## src/rtl/tlc_ram.sv

```systemverilog
// generic single-port synchronous ram with registered read
// depends on nothing
`timescale 1ns / 1ps

module tlc_ram #(
    parameter int WIDTH = 8,
    parameter int DEPTH = 16
) (
    input  logic                                    clk,
    input  logic                                    we,
    input  logic                                    re,
    input  logic [((DEPTH > 1) ? $clog2(DEPTH) : 1)-1:0] addr,
    input  logic [WIDTH-1:0]                        wr_data,
    output logic [WIDTH-1:0]                        rd_data
);

    logic [WIDTH-1:0] mem [DEPTH];
    logic [WIDTH-1:0] rd_data_reg;

    always_ff @(posedge clk)
    begin
        if (we)
        begin
            mem[addr] <= wr_data;
        end
        if (re)
        begin
            rd_data_reg <= mem[addr];
        end
    end

    assign rd_data = rd_data_reg;

endmodule

```

## config.mk

```make
export PLATFORM = sky130hd
export DESIGN_NAME = tlc_ram
export DESIGN_NICKNAME = d
export VERILOG_FILES = /design/src/rtl/tlc_ram.sv
export SDC_FILE = /design/constraint.sdc
export NUM_CORES = 1
export LEC_CHECK = 0
export BUFFER_PORTS_ARGS = -buffer_cell sky130_fd_sc_hd__buf_2
export CAP_MARGIN = 20
export CORE_MARGIN = 4
export CORE_UTILIZATION = 54
export CTS_CLUSTER_SIZE = 28
export DETAILED_ROUTE_END_ITERATION = 16
export PLACE_DENSITY_LB_ADDON = 0.25
export SYNTH_ARGS = -nofsm -noshare
export SYNTH_HDL_FRONTEND = slang
export SYNTH_SLANG_ARGS = --single-unit
```

## constraint.sdc

```tcl
create_clock -name clk -period 1.85 [get_ports clk]
set_input_delay 0.37 -clock clk [delete_from_list [all_inputs] [get_ports clk]]
set_output_delay 0.37 -clock clk [all_outputs]
set_load 0.005 [all_outputs]
```

# == Yosys cells after proc, flatten, opt, wreduce, memory -nomap -nowiden ==
# Memory sizes are Yosys's and may differ from the RTL's. A register that Yosys moved wholly into a read port is not among the register bits.
# Cells that the tools add are included.
# classes
n_mux,2
# ops
operator,count
$mux 1,2
# word_totals
ff_bits,0
ramBits,128
in_bits,15
out_inout_bits,8
word_cells,3
memories,1
# memory_table
name,depth,word_bits,rd,rd_clocked_by_memory_dff,wr,line_no,source
mem,16,8,1,1,1,17,logic [WIDTH-1:0] mem [DEPTH];

# == Longest topological paths before layout ==
# depth
ltp_word,2
mapped_depth,5
ltp_nobuf,3

# == Worst setup path before layout ==
# OpenSTA, ideal clock, no wires.
# synth_path
path_type,input port to flip-flop
start,in addr[2] (netlist name)
end,"mem mem[0][0], enable pin"
setup_time_ps,383
t_arrival_ps,1480
required_ps,1467
slack_ps,-13
path_stages,2
n_path_buf,0
cell_sequence,or3b_2 > nor3_1
# synth_lines
item,line_no,source
from (decl),12,"input logic [((DEPTH > 1) ? $clog2(DEPTH) : 1)-1:0] addr,"
to (decl),17,
# No word-level cell before the write port.

==> results_dict.tcl <==
set metrics [dict create \
    cts_tree "yes" \
    p_sw_frac 0.203 \
    dp_hpwl_mm 6.34 \
    critPathCaptureType "register" \
    synthesis.area_um2 5150 \
    avgSynthCellArea_um2 22.4 \
    antenna_cells 0 \
    post_cts_buffers 0 \
    largest_reg_flops 128 \
    ys_ff_latch 136 \
    switching_power_mw 1.44 \
    avgRoutedWirePerCell_um 22.4 \
    worst_slew_margin_rel 0.588 \
    yosysSeqAreaShare 0.793 \
    leakage_nw 2.10 \
    synth_fp_nets 245 \
    yosys.area.top_type "edfxtp_1" \
    async_reset_ff_frac 0 \
    synth_common_cells "136 x edfxtp_1, 32 x mux4_2, 16 x a22oi_1" \
    io_pins 23 \
    critPathMaxStageDelay_ns 0.47 \
    path_buf_inv 0 \
    rows 35 \
    cp_max_fo 1 \
    worstPathArrival_ns 1.72 \
    final_cell_area_um2 6220 \
    start_util 0.557 \
    worstMarginPinSlew_ns 0.617 \
    drtIter0Drc 213 \
    ant_nets 0 \
    finalClockSkew_ns 0.00961 \
    drt-total-wl_mm 9.75 \
    syn_inst 230 \
    yosysMostFrequentCell "edfxtp_1" \
    io_buffers 22 \
    gp_congestion 0.767 \
    critPathKind "register to register" \
    internal_power_mw 5.67 \
    finalPower_mw 7.12 \
    rsz0062_at_grt "no" \
    grt_pass1_wl_mm 15.7 \
    synth-edff-count 136 \
    cts_hold_buf 0 \
    path_cells "mux4_2 -> a22oi_1 -> nand2_1" \
    synth-main-ff-cell "edfxtp_1" \
    vias 2439 \
    fin_tns_setup_ns 0 \
    worstSkewPairLatency_ns 0.51 \
    maxCapViolations 0 \
    drc_errors 0 \
    htree_levels 4 \
    drt_first_pass_iters 4 \
    synth_area_leaders "edfxtp_1 79%, mux4_2 14%, a22oi_1 2.3%" \
    cts.path.max_buffers 2 \
    numCtsBuffers 17 \
    power.share.sequential 0.490 \
    critPathTopFamily "multiplexers" \
    die_w_um 106 \
    postCtsResizedCells 0 \
    synthDistinctLibCells 17 \
    track_usage 0.197 \
    cp-start-kind "register" \
    max_clock_freq_mhz 681 \
    stdcell_count 435 \
    dieArea_um2 11200 \
    synth_top_area_frac 0.793 \
    clock_sinks 136 \
    clk_pin_slew_ns 0.06 \
    combPwrFrac 0.046 \
    maxSlewViolCount 0 \
    min_period_ns 1.47 \
    final_nets 308 \
    clockPowerShare 0.463 \
    fp.dieH_um 106 \
    crit_slowest_cell "mux4_2" \
    fill_cells 585 \
    grt_max_degree 23 \
    root_buffer "clkbuf_8" \
    drive_above_1_share 0.389 \
    cp.required_ns 2.10 \
    area_growth_pct 20.9 \
    grt_pass1_vias 2644 \
    grt_overflow_total 0 \
    finalCritPeriodShare 0.794 \
    viasPerCell 5.61 \
    status "completed" \
    hold_violations 0 \
    ys.warnings.count 0 \
    hp-class "input pin to register" \
    setup_viol 0 \
    core_area_um2 9240 \
    antenna_found_initial 0 \
    powerDensity_nw_per_um2 1140 \
    dpl.cell_count 403 \
    place_area_um2 5640 \
    ir_drop_v 0.000623 \
    hold_ws_ns 0.216 \
]
cell usage in the layout, fill, tap and decap left out:
cell        netlist  layout
buf_12            0       2
a22oi_1          16      16
buf_4             0      31
or3b_2            1       1
clkinvlp_4        0       3
nand3_1           1       1
bufinv_16         0       3
nor2b_1           2       2
nand3b_1          2       2
mux4_2           32      32
buf_2             2      22
clkinv_4          0       1
nor2_1           13      13
edfxtp_1        136     136
nand2b_1          2       2
nor3_2            0       1
nand2_1           9       9
nor3_1            4       3
inv_6             0       4
and2_1            1       1
clkinv_2          0       2
clkbuf_8          0       1
clkinv_1          0       2
clkbuf_16         0      16
metrics by stage:
stage	setup WS, ns	util
after floorplan	0.0419	-
after global placement	-0.0221	0.610
after detailed placement	-0.0179	0.610
after CTS	0.355	0.674
after global routing	0.314	0.674
final	0.382	0.674
final timing paths:
check / startpoint / slack, ns / end / cells past startpoint
min reg2reg: mem[2][2] / 0.77 / rd_data[2] / 3
max: mem[0][3] / 0.38 / rd_data[3] / 3
max reg2reg: mem[0][3] / 0.38 / rd_data[3] / 3
min: re / 0.22 / rd_data[0] / 1
power groups by stage:
stage	clock network (mW)	logic, mW	registers (mW)
floorplan	0	0.178	3.55
global placement	0	0.328	3.55
detailed placement	0	0.334	3.55
CTS	3.34	0.337	3.49
global route	3.51	0.364	3.49
finish	3.30	0.331	3.49
kinds of logic (layout without fill, tap and decap cells):
kind of cell | count (synthesis) | count (layout) | synth area share
flops | 136 | 136 | 0.793
simple gates | 35 | 35 | 0.0316
buf+inv | 11 | 87 | 0.0117
mux | 32 | 32 | 0.140
compound gates | 16 | 16 | 0.0233
worst reg2reg max path: cells and delay by family (launching register included):
kind            cells  cell delay (ns)
flops               1             0.37
mux                 1             0.47
compound gates      1             0.27
simple gates        1             0.10
routing by layer:
metal | part of all wire | routed length [um] | GRT usage | vias up
met1 | 0.44 | 4330 | 0.287 | 1238
met3 | 0.057 | 557 | 0.0594 | 12
met4 | 0.015 | 142 | 0.0611 | 0
met5 | 0 | 0 | 0 | -
li1 | - | - | - | 1098
met2 | 0.48 | 4720 | 0.290 | 91
cell type report:
| class | count | area (um2) | area share |
|---|---|---|---|
| multi-input combinational | 83 | 1010 | 0.162 |
| tap | 129 | 161 | 0.0259 |
| clock buffer | 17 | 414 | 0.0665 |
| timing repair buffer | 55 | 383 | 0.0615 |
| clock inverter | 15 | 174 | 0.0279 |
| sequential | 136 | 4080 | 0.656 |
Note: power is estimated with default switching activity, not from simulation.
