**src/rtl/tlc_pkg.sv**
```systemverilog
// shared types, widths and codes for the trajectory lerp compressor
// depends on nothing
`timescale 1ns / 1ps

package tlc_pkg;

    localparam int WINDOW_DEPTH = 16;
    localparam int FRAC_BITS    = 16;

    localparam int COORD_W = 24;
    localparam int TIME_W  = 32;
    localparam int FRAC_W  = FRAC_BITS + 1;
    localparam int DELTA_W = COORD_W + 1;
    localparam int PROD_W  = DELTA_W + FRAC_W + 1;
    localparam int ERR_W   = PROD_W - FRAC_BITS + 2;
    localparam int SQ_W    = 2 * ERR_W;
    localparam int SUM_W   = SQ_W + 2;
    localparam int IDX_W   = (WINDOW_DEPTH > 1) ? $clog2(WINDOW_DEPTH) : 1;
    localparam int CNT_W   = $clog2(WINDOW_DEPTH + 1);

    localparam int PTH_W  = 32;
    localparam int ETH_W  = 23;
    localparam int MAXW_W = 5;
    localparam int CIDX_W = 2;

    localparam logic [CIDX_W-1:0] REG_POS_TH  = 2'd0;
    localparam logic [CIDX_W-1:0] REG_ELEV_TH = 2'd1;
    localparam logic [CIDX_W-1:0] REG_MAX_WIN = 2'd2;

    localparam logic OP_SAMPLE = 1'b0;
    localparam logic OP_FLUSH  = 1'b1;

    typedef struct packed {
        logic signed [COORD_W-1:0] x;
        logic signed [COORD_W-1:0] y;
        logic signed [COORD_W-1:0] z;
        logic signed [COORD_W-1:0] elev;
        logic [TIME_W-1:0]         t;
    } point_t;

    localparam int POINT_W = $bits(point_t);

endpackage

```
**src/rtl/tlc_div.sv**
```systemverilog
// radix-2 restoring divider for the time fraction, one quotient bit a cycle
// depends on tlc_pkg
`timescale 1ns / 1ps

module tlc_div (
    input  logic                          clk,
    input  logic                          rst_n,
    input  logic                          start,
    input  logic [tlc_pkg::TIME_W-1:0]    dividend,
    input  logic [tlc_pkg::TIME_W-1:0]    divisor,
    output logic                          done,
    output logic [tlc_pkg::FRAC_W-1:0]    quotient
);

    localparam int REM_W = tlc_pkg::TIME_W + 1;
    localparam int STEP_W = $clog2(tlc_pkg::FRAC_W + 1);

    logic [REM_W-1:0]            rem_reg, rem_next;
    logic [tlc_pkg::FRAC_W-1:0]  quo_reg, quo_next;
    logic [STEP_W-1:0]           step_reg, step_next;
    logic                        busy_reg, busy_next;
    logic                        done_reg, done_next;
    logic                        qbit;
    logic [REM_W-1:0]            rem_sub;

    always_comb
    begin
        qbit      = (rem_reg >= {1'b0, divisor});
        rem_sub   = qbit ? (rem_reg - {1'b0, divisor}) : rem_reg;
        rem_next  = rem_reg;
        quo_next  = quo_reg;
        step_next = step_reg;
        busy_next = busy_reg;
        done_next = 1'b0;
        if (start)
        begin
            rem_next  = {1'b0, dividend};
            quo_next  = '0;
            step_next = STEP_W'(tlc_pkg::FRAC_W);
            busy_next = 1'b1;
        end
        else if (busy_reg)
        begin
            rem_next  = {rem_sub[REM_W-2:0], 1'b0};
            quo_next  = {quo_reg[tlc_pkg::FRAC_W-2:0], qbit};
            step_next = step_reg - 1'b1;
            if (step_reg == STEP_W'(1))
            begin
                busy_next = 1'b0;
                done_next = 1'b1;
            end
        end
    end

    always_ff @(posedge clk or negedge rst_n)
    begin
        if (!rst_n)
        begin
            step_reg <= '0;
            busy_reg <= 1'b0;
            done_reg <= 1'b0;
        end
        else
        begin
            step_reg <= step_next;
            busy_reg <= busy_next;
            done_reg <= done_next;
        end
    end

    always_ff @(posedge clk)
    begin
        rem_reg <= rem_next;
        quo_reg <= quo_next;
    end

    assign done     = done_reg;
    assign quotient = quo_reg;

endmodule

```
**config.mk**
```make
export PLATFORM = sky130hd
export DESIGN_NAME = tlc_div
export DESIGN_NICKNAME = d
export VERILOG_FILES = /design/src/rtl/tlc_pkg.sv /design/src/rtl/tlc_div.sv
export SDC_FILE = /design/constraint.sdc
export NUM_CORES = 1
export LEC_CHECK = 0
export ABC_AREA = 1
export BUFFER_PORTS_ARGS = -buffer_cell sky130_fd_sc_hd__clkbuf_2
export CAP_MARGIN = 0
export CORE_MARGIN = 2
export CORE_UTILIZATION = 55
export DETAILED_ROUTE_END_ITERATION = 10
export PLACE_DENSITY = 0.78
export SYNTH_ARGS = -nofsm -noshare
export SYNTH_HDL_FRONTEND = slang
export SYNTH_SLANG_ARGS = --single-unit
```
**constraint.sdc**
```tcl
create_clock -name clk -period 2.9 [get_ports clk]
set_input_delay 0.58 -clock clk [delete_from_list [all_inputs] [get_ports clk]]
set_output_delay 0.58 -clock clk [all_outputs]
set_load 0.005 [all_outputs]
```
Word-level counts from Yosys, hierarchy flattened. Cells that the tools add are included.

Multiplexer cells: 11. $lt $le $gt $ge: 1. Add/subtract/negate cells: 2. Eq/ne operators: 1. Reductions and logical operators: 1.

Operators with widths (count): $mux 32 (3); $ge 33x32->1 (1); $sub 32x32->32 (1); $mux 5 (2); $mux 1 (6); $eq 5x1->1 const B (1); $sub 5x1->5 const B (1); $reduce_bool 2->1 (1).

Bits in registers: 57. Logic and storage cells: 22. Output and inout bits: 18. Input bits: 67.

Logic depth before layout (Yosys ltp).
Depth after elaboration: 4. Depth in mapped cells: 17. Gate-level depth less buffers: 16.

Least setup slack after synthesis. Ideal clock, no wire load.

Kind: in2reg. From: input port start. To: register rem_reg[0] (enable). Required time: 2491 ps. Library setup time: 409 ps. Arrival time: 1857 ps. Slack: 634 ps. Path buffers: 1. Stages: 3. Cell sequence: nor2_1 -> clkinv_1 -> buf_1.

Cells in the longest elaborated chain, start to end: 1.

Ends and longest elaborated chain: start, declared (line tlc_div.sv:8) `input logic start,`; $reduce_bool 2->1 (no line); end signal, assigned (line tlc_div.sv:73) `rem_reg <= rem_next;`; end, declared (line tlc_div.sv:18) `logic [REM_W-1:0] rem_reg, rem_next;`.

No other way between the ends. A chain may end at the register's enable or synchronous reset.

Final worst setup path.
From: register rem_reg[0]. To: register rem_reg[25] (data pin).

Cells in the longest elaborated chain, start to end: 4. Elaborated cells between the ends (all ways): 5. Those cells by class: add/sub: 1; order compare: 1; mux: 3.

Ends and longest elaborated chain: $sub 32x32->32 or $ge 33x32->1 (tied branches) (line tlc_div.sv:29, tlc_div.sv:28); $mux 32 (*) (line tlc_div.sv:29) `rem_sub = qbit ? (rem_reg - {1'b0, divisor}) : rem_reg;`; $mux 32 (*) (line tlc_div.sv:42) `else if (busy_reg)`; $mux 32 (*) (line tlc_div.sv:35) `if (start)`; net rem_next[25] (line tlc_div.sv:18).

Mark *: on every way through the listed nets, which the timed path passes. The rest lies on a longest branch. The select of a mux whose other input is x is not followed.

==> impl_metrics.tcl <==
set metrics [dict create \
    status "completed" \
    syn_nets 1022 \
    maxCapViolCount 0 \
    hold_class "in2async" \
    final_hold_viol_count 0 \
    power_leakage_nw 3.78 \
    area_of_the_multi_input_gates_um2 3150 \
    detail_route.vias_per_cell 4.72 \
    wirelength_mm 13.5 \
    worst-slew-pin-transition_ns 0.450 \
    cts.repair_timing.setup_buffer_count 0 \
    timing.setup.tns_ns 0 \
    core_area_um2 9820 \
    die_area_um2 11000 \
    globalRouteOverflowTotal 0 \
    first_global_vias 5289 \
    nets_final 1110 \
    layout_cell_share_with_drive_strength_beyond_1_pct 16.2 \
    floorplan.io_pins 85 \
    final-seq-area_um2 1500 \
    global_route_wire_length_before_repair_mm 23.5 \
    grt_antenna_before_repair 0 \
    synth_ff_type "sky130_fd_sc_hd__edfxtp_1" \
    cp_data_arrival_time_ns 2.49 \
    period_minus_slack_ns 2.38 \
    die_y_um 105 \
    seq_area_frac_synth_pct 26.8 \
    yosys.cell_count.top_type "sky130_fd_sc_hd__nand2_1" \
    netlist_area_before_placement_um2 5590 \
    clk_pin_slew_ns 0.08 \
    timing.final.setup_violations 0 \
    gp_routability_congestion 0.960 \
    largest_register_ff_count 33 \
    clk_root_buffer_cell "sky130_fd_sc_hd__clkbuf_8" \
    timing.clock.skew_ns 0.0126 \
    power_dissipated_by_switching_net_loads_mw 3.29 \
    share_of_the_synthesized_area_in_the_top_cell_type_pct 24.2 \
    setup.worst_path.class "reg2reg" \
    clkSinkCount 57 \
    wire_per_inst_um 11.8 \
    grt_setup_unrepaired "no" \
    port_buf_inserts 84 \
    synth_async_reset_ratio_pct 12.3 \
    maxClockFrequency_mhz 420 \
    cts_tree "built" \
    synthesis.area_per_instance_um2 6.07 \
    power.clock.fraction_pct 11.9 \
    postSynthRegisterBits 57 \
    worst_setup_path_start_kind "flip-flop" \
    cts_resized 0 \
    horizontal_die_dimension_um 105 \
    n_antenna_cell 0 \
    power_density_nw_per_um2 1010 \
    final_util_pct 64.5 \
    worst_ir_drop_vdd_uv 478 \
    max_slew_margin_pct 70.0 \
    p_seq_share_pct 21.2 \
    dr_total_vias 5411 \
    hold_slack_ns 0.0699 \
    cts-buffers-inserted 9 \
    start_util_pct 56.9 \
    fillCellCount 980 \
    switching_share_pct 51.5 \
    maximum_number_of_pins_on_one_net_before_global_route_repair 32 \
    combPwrFrac_pct 66.9 \
    synth_cell_types 34 \
    cts.hold.buffers_added 0 \
    ys_top_cells_by_count "sky130_fd_sc_hd__nand2_1, sky130_fd_sc_hd__inv_1, sky130_fd_sc_hd__nand3_1" \
    cells_after_synthesis 920 \
    drt_drc_violations_left 0 \
    final.period_utilization_pct 82.2 \
    globalRouteTotalUtil_pct 26.0 \
    slew_violations 0 \
    initialDrtViolationCount 230 \
    syn_to_final_growth_pct 13.4 \
    yosysTopAreaCell "sky130_fd_sc_hd__nand2_1" \
    synth-edff-count 32 \
    htreeDepth 3 \
    detail_route.first_pass.iterations 5 \
    required_worst_endpoint_ns 3.01 \
    ys.warnings.count 0 \
    critical_path.max_fanout 5 \
    synth.area.top_cells "sky130_fd_sc_hd__nand2_1, sky130_fd_sc_hd__edfxtp_1, sky130_fd_sc_hd__inv_1" \
    num_rows 36 \
    routed_antenna_nets 0 \
    endpoint_kind "flip-flop" \
    clock_network_latency_to_the_later_pin_of_the_worst_skew_pair_ns 0.35 \
    dp.final_hpwl_mm 10.9 \
    cell_internal_pwr_mw 3.09 \
    clock_path_buffers 2 \
]
[final cells by class]
| type | count | area share (%) |
|---|---|---|
| multi-input combinational | 630 | 49.8 |
| sequential | 57 | 23.6 |
| inverter | 218 | 12.9 |
| timing repair buffer | 92 | 7.98 |
| tap | 133 | 2.63 |
| clock buffer | 10 | 2.35 |
| clock inverter | 6 | 0.711 |
[per-layer routing]
metal / global-route usage, % / share of wire (%) / up-vias
li1: - / - / 2951
met1: 33.4 / 47 / 2294
met2: 43.4 / 45 / 132
met3: 4.55 / 4.9 / 34
met4: 10.3 / 3.0 / 0
met5: 0 / 0 / -
[kinds of logic after synthesis]
logic type / after synthesis / synth area share [%]
AO/OA/AOI/OAI: 44 / 4.46
buffers and inverters: 233 / 16.8
AND/OR/NAND/NOR: 537 / 41.8
adder cells (fa/ha/maj): 35 / 7.97
flip-flops: 57 / 26.8
XOR/XNOR: 14 / 2.20
[power groups by stage]
stage	registers [mW]	logic [mW]	clock network (mW)
floorplan	1.32	3.45	0
global placement	1.36	4.18	0
detailed placement	1.37	4.23	0
CTS	1.35	4.26	0.775
global route	1.39	4.88	0.806
finish	1.35	4.26	0.756
[final timing paths]
kind	from	to	slack, ns	depth (start not counted)
worst min register to register	quotient[16]	quotient[16]	0.47	2
worst min-delay path	rst_n	step_reg[2]	0.07	1
worst max register to register	rem_reg[0]	rem_reg[25]	0.52	14
worst max-delay path	rem_reg[0]	rem_reg[25]	0.52	14
max in group asynchronous	rst_n	step_reg[0]	2.66	1
min in group clk	quotient[16]	quotient[16]	0.47	2
[metrics by stage]
| stage | cell area [um2] | power, mW | setup WS, ns | std cells |
|---|---|---|---|---|
| global placement | 6140 | 5.54 | 0.282 | 1130 |
| global route | 6330 | 7.08 | 0.299 | 1146 |
| floorplan | 5590 | 4.77 | 0.634 | 920 |
| CTS | 6330 | 6.38 | 0.526 | 1146 |
| finish | 6330 | 6.38 | 0.517 | 1146 |
| detailed placement | 6140 | 5.60 | 0.260 | 1130 |
[placed cells by master (no fill, tap or decap), types with 7 or more instances in the layout]
cell type,netlist,layout
sky130_fd_sc_hd__nor2_1,43,43
sky130_fd_sc_hd__inv_1,210,210
sky130_fd_sc_hd__dfxtp_1,18,18
sky130_fd_sc_hd__nand2_1,360,360
sky130_fd_sc_hd__xnor2_1,14,14
sky130_fd_sc_hd__nand2_2,29,29
sky130_fd_sc_hd__edfxtp_1,32,32
sky130_fd_sc_hd__a21oi_1,19,19
sky130_fd_sc_hd__ha_1,34,34
sky130_fd_sc_hd__nand3_1,65,65
sky130_fd_sc_hd__dfrtp_1,7,7
sky130_fd_sc_hd__clkbuf_2,0,84
sky130_fd_sc_hd__o22ai_1,16,16
sky130_fd_sc_hd__nor2_2,8,8
sky130_fd_sc_hd__clkbuf_8,0,9
[worst max-delay path, stage by stage (launching register included)]
cell                       delay [ns]
sky130_fd_sc_hd__edfxtp_1        0.36
sky130_fd_sc_hd__inv_1           0.08
sky130_fd_sc_hd__ha_1            0.13
sky130_fd_sc_hd__inv_1           0.09
sky130_fd_sc_hd__fa_1            0.46
sky130_fd_sc_hd__nand2_1         0.10
sky130_fd_sc_hd__nand2_1         0.11
sky130_fd_sc_hd__nand2_1         0.08
sky130_fd_sc_hd__nand3_1         0.18
sky130_fd_sc_hd__nand2_1         0.18
sky130_fd_sc_hd__nand4_1         0.10
sky130_fd_sc_hd__nand2_1         0.11
sky130_fd_sc_hd__nand2_2         0.05
sky130_fd_sc_hd__nand3_1         0.07
sky130_fd_sc_hd__nand2_1         0.05
No activity file was read; power rests on OpenSTA's default activity.
